### src/rtl/skvt_pkg.sv
// Package for the sorted key/value table: payload structs, result codes,
// sequencer states and the memory entry layout. No dependencies.
`timescale 1ns / 1ps
`default_nettype none

package skvt_pkg;

    localparam int KEY_W   = 29;
    localparam int VALUE_W = 16;
    localparam int POS_W   = 7;

    typedef enum logic {
        OP_LOOKUP = 1'b0,
        OP_INSERT = 1'b1
    } t_op;

    typedef enum logic [1:0] {
        ST_OK   = 2'd0,
        ST_MISS = 2'd1,
        ST_DUP  = 2'd2,
        ST_FULL = 2'd3
    } t_status;

    typedef struct packed {
        t_op                operation;
        logic [KEY_W-1:0]   key;
        logic [VALUE_W-1:0] value;
    } t_in;

    typedef struct packed {
        logic               found;
        logic [POS_W-1:0]   position;
        logic [VALUE_W-1:0] stored_value;
        t_status            status;
    } t_out;

    typedef struct packed {
        logic [KEY_W-1:0]   key;
        logic [VALUE_W-1:0] value;
    } t_entry;

    typedef struct packed {
        logic lt;
        logic eq;
    } t_cmp;

    typedef enum logic [2:0] {
        S_IDLE,
        S_SRCH_ADDR,
        S_SRCH_CMP,
        S_DECIDE,
        S_SHIFT_RD,
        S_SHIFT_WR,
        S_PLACE
    } t_state;

endpackage

`default_nettype wire

### src/rtl/skvt_cmp.sv
// Shared key comparator used by every binary search step.
// Depends on skvt_pkg.
`timescale 1ns / 1ps
`default_nettype none

module skvt_cmp (
    input  wire logic [skvt_pkg::KEY_W-1:0] i_key,
    input  wire logic [skvt_pkg::KEY_W-1:0] i_entry_key,
    output skvt_pkg::t_cmp                  o_res
);
    import skvt_pkg::*;

    always_comb begin
        o_res.lt = (i_key < i_entry_key);
        o_res.eq = (i_key == i_entry_key);
    end

endmodule

`default_nettype wire

### src/rtl/skvt_mem.sv
// Entry store of the table: one write port and one read port with
// registered read data. Depends on skvt_pkg for the entry layout.
`timescale 1ns / 1ps
`default_nettype none

module skvt_mem #(
    parameter int DEPTH  = 64,
    parameter int ADDR_W = 6
) (
    input  wire logic                  i_clk,
    input  wire logic                  i_we,
    input  wire logic [ADDR_W-1:0]     i_waddr,
    input  wire skvt_pkg::t_entry      i_wdata,
    input  wire logic                  i_re,
    input  wire logic [ADDR_W-1:0]     i_raddr,
    output skvt_pkg::t_entry           o_rdata
);
    import skvt_pkg::*;

    t_entry r_mem [DEPTH];
    t_entry r_rdata;

    always_ff @(posedge i_clk) begin
        if (i_we) begin
            r_mem[i_waddr] <= i_wdata;
        end
    end

    always_ff @(posedge i_clk) begin
        if (i_re) begin
            r_rdata <= r_mem[i_raddr];
        end
    end

    assign o_rdata = r_rdata;

endmodule

`default_nettype wire

### src/rtl/sorted_key_value_table_core.sv
// Top level of the sorted key/value table: sequencer, search registers and
// result register. Depends on skvt_pkg, skvt_cmp and skvt_mem.
`timescale 1ns / 1ps
`default_nettype none

// A command is taken when start is high and busy is low. Every command gives
// exactly one result, shown on o_result for the single cycle in which o_done
// is high; the receiver must take it then, as it cannot hold it off. The
// binary search runs on one shared comparator against a single-port read of
// the entry memory; each probe issues a read and then compares the key.
// An insert that adds an entry also moves every entry above the insertion
// point up by one through the same memory, reading each entry and then
// writing it one place higher, and then places the new pair. busy stays
// high until the result is shown.
module sorted_key_value_table_core #(
    parameter int CAPACITY = 64
) (
    input  wire logic          i_clk,
    input  wire logic          i_rst_n,
    input  wire logic          start,
    output logic               busy,
    input  wire skvt_pkg::t_in i_item,
    output logic               o_done,
    output skvt_pkg::t_out     o_result
);
    import skvt_pkg::*;

    localparam int IDX_W = (CAPACITY > 1) ? $clog2(CAPACITY) : 1;
    localparam int CNT_W = $clog2(CAPACITY + 1);

    t_state               r_state, n_state;
    t_op                  r_op, n_op;
    logic [KEY_W-1:0]     r_key, n_key;
    logic [VALUE_W-1:0]   r_value, n_value;
    logic [CNT_W-1:0]     r_lo, n_lo;
    logic [CNT_W-1:0]     r_hi, n_hi;
    logic [IDX_W-1:0]     r_mid, n_mid;
    logic [CNT_W-1:0]     r_pos, n_pos;
    logic                 r_found, n_found;
    logic [VALUE_W-1:0]   r_sval, n_sval;
    logic [IDX_W-1:0]     r_idx, n_idx;
    logic [CNT_W-1:0]     r_count, n_count;
    logic                 r_done, n_done;
    t_out                 r_result, n_result;

    logic                 accept;
    logic [CNT_W:0]       lo_hi_sum;
    logic [IDX_W-1:0]     mid_c;
    logic [IDX_W-1:0]     idx_dec;
    logic                 search_open;
    logic                 table_full;
    t_cmp                 cmp_res;

    logic                 mem_we;
    logic [IDX_W-1:0]     mem_waddr;
    t_entry               mem_wdata;
    logic                 mem_re;
    logic [IDX_W-1:0]     mem_raddr;
    t_entry               mem_rdata;

    skvt_mem #(
        .DEPTH  (CAPACITY),
        .ADDR_W (IDX_W)
    ) u_mem (
        .i_clk   (i_clk),
        .i_we    (mem_we),
        .i_waddr (mem_waddr),
        .i_wdata (mem_wdata),
        .i_re    (mem_re),
        .i_raddr (mem_raddr),
        .o_rdata (mem_rdata)
    );

    skvt_cmp u_cmp (
        .i_key       (r_key),
        .i_entry_key (mem_rdata.key),
        .o_res       (cmp_res)
    );

    assign busy        = (r_state != S_IDLE);
    assign accept      = start && !busy;
    assign lo_hi_sum   = {1'b0, r_lo} + {1'b0, r_hi};
    assign mid_c       = lo_hi_sum[IDX_W:1];
    assign idx_dec     = r_idx - IDX_W'(1);
    assign search_open = (r_lo < r_hi);
    assign table_full  = (r_count >= CNT_W'(CAPACITY));
    assign o_done      = r_done;
    assign o_result    = r_result;

    // Next state.
    always_comb begin
        n_state = r_state;
        case (r_state)
            S_IDLE: begin
                if (accept) begin
                    n_state = S_SRCH_ADDR;
                end
            end
            S_SRCH_ADDR: begin
                n_state = search_open ? S_SRCH_CMP : S_DECIDE;
            end
            S_SRCH_CMP: begin
                n_state = cmp_res.eq ? S_DECIDE : S_SRCH_ADDR;
            end
            S_DECIDE: begin
                if (r_op == OP_LOOKUP || r_found || table_full) begin
                    n_state = S_IDLE;
                end else if (r_count == r_pos) begin
                    n_state = S_PLACE;
                end else begin
                    n_state = S_SHIFT_RD;
                end
            end
            S_SHIFT_RD: begin
                n_state = S_SHIFT_WR;
            end
            S_SHIFT_WR: begin
                n_state = (CNT_W'(idx_dec) == r_pos) ? S_PLACE : S_SHIFT_RD;
            end
            S_PLACE: begin
                n_state = S_IDLE;
            end
            default: begin
                n_state = S_IDLE;
            end
        endcase
    end

    // Datapath, memory controls and result.
    always_comb begin
        n_op      = r_op;
        n_key     = r_key;
        n_value   = r_value;
        n_lo      = r_lo;
        n_hi      = r_hi;
        n_mid     = r_mid;
        n_pos     = r_pos;
        n_found   = r_found;
        n_sval    = r_sval;
        n_idx     = r_idx;
        n_count   = r_count;
        n_done    = 1'b0;
        n_result  = r_result;
        mem_re    = 1'b0;
        mem_raddr = r_mid;
        mem_we    = 1'b0;
        mem_waddr = r_idx;
        mem_wdata = mem_rdata;
        case (r_state)
            S_IDLE: begin
                if (accept) begin
                    n_op    = i_item.operation;
                    n_key   = i_item.key;
                    n_value = i_item.value;
                    n_lo    = '0;
                    n_hi    = r_count;
                    n_found = 1'b0;
                    n_sval  = '0;
                end
            end
            S_SRCH_ADDR: begin
                if (search_open) begin
                    mem_re    = 1'b1;
                    mem_raddr = mid_c;
                    n_mid     = mid_c;
                end else begin
                    n_pos = r_lo;
                end
            end
            S_SRCH_CMP: begin
                if (cmp_res.eq) begin
                    n_found = 1'b1;
                    n_pos   = CNT_W'(r_mid);
                    n_sval  = mem_rdata.value;
                end else if (cmp_res.lt) begin
                    n_hi = CNT_W'(r_mid);
                end else begin
                    n_lo = CNT_W'(r_mid) + CNT_W'(1);
                end
            end
            S_DECIDE: begin
                n_result.found        = r_found;
                n_result.position     = POS_W'(r_pos);
                n_result.stored_value = r_sval;
                if (r_op == OP_LOOKUP) begin
                    n_result.status = r_found ? ST_OK : ST_MISS;
                    n_done          = 1'b1;
                end else if (r_found) begin
                    n_result.status = ST_DUP;
                    n_done          = 1'b1;
                end else if (table_full) begin
                    n_result.status = ST_FULL;
                    n_done          = 1'b1;
                end else begin
                    // Not full, so the count fits an entry index here.
                    n_idx = r_count[IDX_W-1:0];
                end
            end
            S_SHIFT_RD: begin
                mem_re    = 1'b1;
                mem_raddr = idx_dec;
            end
            S_SHIFT_WR: begin
                mem_we    = 1'b1;
                mem_waddr = r_idx;
                mem_wdata = mem_rdata;
                n_idx     = idx_dec;
            end
            S_PLACE: begin
                mem_we                = 1'b1;
                mem_waddr             = r_pos[IDX_W-1:0];
                mem_wdata.key         = r_key;
                mem_wdata.value       = r_value;
                n_count               = r_count + CNT_W'(1);
                n_result.found        = 1'b0;
                n_result.position     = POS_W'(r_pos);
                n_result.stored_value = '0;
                n_result.status       = ST_OK;
                n_done                = 1'b1;
            end
            default: begin
                n_done = 1'b0;
            end
        endcase
    end

    always_ff @(posedge i_clk) begin
        if (!i_rst_n) begin
            r_state <= S_IDLE;
            r_count <= '0;
            r_done  <= 1'b0;
        end else begin
            r_state <= n_state;
            r_count <= n_count;
            r_done  <= n_done;
        end
    end

    always_ff @(posedge i_clk) begin
        r_op     <= n_op;
        r_key    <= n_key;
        r_value  <= n_value;
        r_lo     <= n_lo;
        r_hi     <= n_hi;
        r_mid    <= n_mid;
        r_pos    <= n_pos;
        r_found  <= n_found;
        r_sval   <= n_sval;
        r_idx    <= n_idx;
        r_result <= n_result;
    end

    a_count_bound: assert property (@(posedge i_clk) disable iff (!i_rst_n)
        r_count <= CNT_W'(CAPACITY))
        else $error("entry count above capacity");

    a_accept_no_done: assert property (@(posedge i_clk) disable iff (!i_rst_n)
        accept |=> !o_done)
        else $error("result strobe right after a transaction was accepted");

    a_done_after_busy: assert property (@(posedge i_clk) disable iff (!i_rst_n)
        $rose(o_done) |-> $past(busy))
        else $error("result strobe without a command in progress");

    a_full_status: assert property (@(posedge i_clk) disable iff (!i_rst_n)
        (o_done && o_result.status == ST_FULL) |-> (r_count == CNT_W'(CAPACITY)))
        else $error("table full reported while entries remain free");

endmodule

`default_nettype wire

### config.mk
export PLATFORM = sky130hd
export DESIGN_NAME = sorted_key_value_table_core
export DESIGN_NICKNAME = d
export VERILOG_FILES = /design/src/rtl/skvt_pkg.sv /design/src/rtl/skvt_cmp.sv /design/src/rtl/skvt_mem.sv /design/src/rtl/sorted_key_value_table_core.sv
export SDC_FILE = /design/constraint.sdc
export NUM_CORES = 2
export LEC_CHECK = 0
export ABC_AREA = 1
export BUFFER_PORTS_ARGS = -buffer_cell sky130_fd_sc_hd__clkbuf_2
export CAP_MARGIN = 15
export CORE_MARGIN = 4
export CORE_UTILIZATION = 30
export DETAILED_ROUTE_END_ITERATION = 7
export GPL_TIMING_DRIVEN = 0
export PLACE_DENSITY = 0.48
export SLEW_MARGIN = 10
export SYNTH_ARGS = -nofsm -noshare
export SYNTH_HDL_FRONTEND = slang
export SYNTH_SLANG_ARGS = --single-unit
### constraint.sdc
create_clock -name i_clk -period 5.7 [get_ports i_clk]
set_input_delay 0.285 -clock i_clk [delete_from_list [all_inputs] [get_ports i_clk]]
set_output_delay 0.285 -clock i_clk [all_outputs]
set_load 0.005 [all_outputs]
==> metrics.yaml <==
run_status:
  status: "complete, no violations"
power_and_ir_drop:
  p_per_area_nw_per_um2: 466
  vdd_ir_drop_max_mv: 0.258
  switching_power_uw: 29000
  clkPwrFrac_pct: 29.0
  intPower_uw: 44900
  p_comb_share_pct: 35.0
  swShare_pct: 39.3
  seq_power_share_pct: 36.1
  power.leakage_uw: 0.0606
floorplan:
  initial_utilization_pct: 30.2
  core_area_um2: 439000
  pin_count: 77
  dieHeight_um: 673
  die-area_um2: 453000
  die_x_um: 673
  rows: 243
routing:
  drc_errors: 0
  drtIter0Drc: 12400
  wl_um: 509000
  antenna_left: 0
  drt-pass1-iter-count: 8
  vias: 95500
  wl_per_cell_um: 26.9
  via_per_inst: 5.05
synthesis:
  syn_nets: 12100
  synthFlopType: "edfxtp_1"
  ys_ff_latch: 3058
  syn_area_per_cell_um2: 11.0
  synth_edf_count: 3047
  synth_top_area_share_pct: 69.0
  ys_async_sr_fraction_pct: 0
  ys_seq_area_share_pct: 69.2
  ys_warn_count: 0
  synthTopCellsByCount: "nand3_1 (3119), edfxtp_1 (3047), nand2_1 (2712), inv_1 (1342), nand3b_1 (586)"
  post-synth-top-count-cell: "nand3_1"
  yosys-top-cells-area: "edfxtp_1 (69%), nand3_1 (12%), nand2_1 (7.7%)"
  netlist-cell-type-count: 37
  yosys.area.top_type: "edfxtp_1"
  netlist_instances: 12000
  netlist_area_um2: 133000
placed_design:
  routabilityCongestion: 0.917
  postPlaceCellArea_um2: 148000
  post-dp-hpwl_um: 363000
  io_buffer_count: 76
setup_path:
  critPathKind: "flip-flop to flip-flop"
  critical_path.most_common_cell: "nand3_1"
  cp_data_required_time_ns: 6.47
  cp-start-kind: "flip-flop"
  endpoint_kind: "flip-flop"
  reg2reg_depth: 17
  cp_slowest_stage_delay_ns: 0.67
  r2r_slack_ns: 0.03
  r2r-start: "r_lo[5]$_SDFFCE_PN0P_"
  r2r_end: "u_mem.o_rdata[10]$_DFFE_PP_"
  slowest_stage: "nand3_1"
  cp_data_arrival_time_ns: 6.44
  cp_cell_sequence: "ha_1, nand2_1, inv_1, a21oi_1, nand2_1, nand2_1, o21ai_0, a21oi_1, buf_2, buf_2, clkbuf_1, nand3_1, nand3_1, nand3_1, nand3_1, nand3_1, nand2_1"
  crit_fanout: 10
min_path:
  min_from: "i_item[14]"
  hold_class: "input port to flip-flop"
  min_to: "r_value[14]$_DFFE_PP_"
  hold_depth: 2
sta:
  skew_ns: 0.0574
  final-setup-viol-count: 0
  fin_crit_ns: 5.67
  period_share_pct: 99.5
  clock.fmax_ghz: 0.176
  tightest_slew_ns: 1.11
  drv_slew: 0
  slew_headroom_pct: 25.6
  hold_viol_final: 0
  holdWs_ns: 0.0505
clock_network:
  ctsRootBufferMaster: "clkbuf_16"
  cts_inserted_buffers: 337
  clk_pin_slew_worst_paths_ns: 0.06
  cts_tree: "yes"
  clockBufferDepth: 4
  cts_sinks: 3058
  worstSkewPairLatency_ns: 0.95
  htree_levels: 5
grt:
  grtUsageMet1_pct: 30.4
  busiest_layer: "met2"
  overflow: 0
  grt_max_degree: 37
  antenna_found_initial: 44
  grtUsageTotal_pct: 21.7
  gr-usage-met3_pct: 3.92
  grt_pass1_wl_um: 696000
  grtUsageMet2_pct: 32.6
  grt_pass1_vias: 89000
final_layout:
  multi_input_area_um2: 33500
  fillers: 43200
  fin_area_um2: 159000
  drive_above_1_share_pct: 10.2
  area_growth_pct: 19.7
  nets: 12800
  seqCellArea_um2: 91700
job:
  drv_cap: 0
[metrics by stage]
stage	std cells	power [uW]	setup slack [ns]	setup TNS (ns)	util (%)
2_1_floorplan	12000	39400	0.847	0	-
3_3_place_gp	18000	51800	-8.35	-	31.9
3_5_place_dp	18200	52200	-0.653	-20.36	33.6
4_1_cts	18900	73500	-0.00326	-0.00565	36.1
5_1_grt	18900	76300	-0.00294	-0.00294	36.1
6_report	18900	73900	0.0286	0	36.1
[logic make-up after synthesis]
group | Yosys count | synth area share [%]
flops | 3058 | 69.2
buf+inv | 2151 | 6.44
simple gates | 6604 | 23.4
xor+xnor | 15 | 0.0991
compound gates | 130 | 0.512
fa+ha+maj | 44 | 0.421
[power groups by stage]
stage | logic [uW] | registers (uW) | clock network [uW]
final | 25800 | 26700 | 21400
after global routing | 27000 | 26700 | 22600
after CTS | 25200 | 26700 | 21700
after detailed placement | 25000 | 27100 | 0
after global placement | 23400 | 28300 | 0
after floorplan | 12100 | 27300 | 0
[flip-flops by register name, summed over array words and instances (netlist names)]
signal         flops
o_done             1
o_result          26
r_count            7
r_found            1
r_hi               7
r_idx              6
r_key             29
r_lo               7
r_mid              6
r_op               1
r_pos              7
r_state            3
r_sval            16
r_value           16
u_mem.o_rdata     45
u_mem.r_mem     2880
[worst max-delay path, delay by kind of cell (launching register included)]
| family | cells | cell delay (ns) |
|---|---|---|
| AOI/OAI and AO/OA | 3 | 0.52 |
| buffers and inverters | 4 | 1.75 |
| and+or+nand+nor | 9 | 2.33 |
| DFF | 1 | 0.44 |
| adders and majority gates | 1 | 0.36 |
[worst max-delay path by stage]
stage                            start                      endpoint  slack [ns]  cells past startpoint
2_1_floorplan    r_lo[2]$_SDFFCE_PN0P_    u_mem.o_rdata[0]$_DFFE_PP_        0.85                      6
5_1_grt          r_lo[5]$_SDFFCE_PN0P_   u_mem.o_rdata[32]$_DFFE_PP_      -0.003                     17
3_3_place_gp   r_state[2]$_SDFFE_PN0P_  u_mem.r_mem[5][20]$_DFFE_PP_       -8.35                      5
3_5_place_dp     r_lo[5]$_SDFFCE_PN0P_   u_mem.o_rdata[19]$_DFFE_PP_       -0.65                     19
6_report         r_lo[5]$_SDFFCE_PN0P_   u_mem.o_rdata[10]$_DFFE_PP_        0.03                     17
4_1_cts          r_lo[4]$_SDFFCE_PN0P_   u_mem.o_rdata[26]$_DFFE_PP_      -0.003                     18
[layout make-up]
cell class                      count  area share [%]
Antenna cell                       17          0.0268
Multi-Input combinational cell   6793            21.1
Sequential cell                  3058            57.8
Timing Repair Buffer              411            4.42
Clock buffer                      419            5.63
Clock inverter                    185           0.977
Buffer                            799            2.23
Tap cell                         5880            4.64
Inverter                         1352            3.21
[per-layer routing]
metal,part of all wire (%),wire (um),vias to the layer above
li1,-,-,42900
met1,42,214000,47500
met2,43,221000,4268
met3,9.1,46200,741
met4,5.3,27100,6
met5,0.0077,39,-
[what timing repair did]
item	4_1_cts	5_1_grt
endpoints found under the hold margin	73	0
hold buffers	55	0
resized for setup	14	26
setup endpoints to repair	45	44
buffers inserted	0	0
[layout by cell type (no fill, tap or decap), types with 106 or more instances in the layout]
cell       netlist  final
inv_1         1342   1342
nand3_1       3119   3109
buf_12           0    204
clkbuf_2         0    107
buf_2          337    324
edfxtp_1      3047   3047
nand3b_1       586    586
clkbuf_1       342    386
buf_1          110    106
nand2_1       2712   2712
clkbuf_16        0    345
Power figures use the tool's default switching activity.
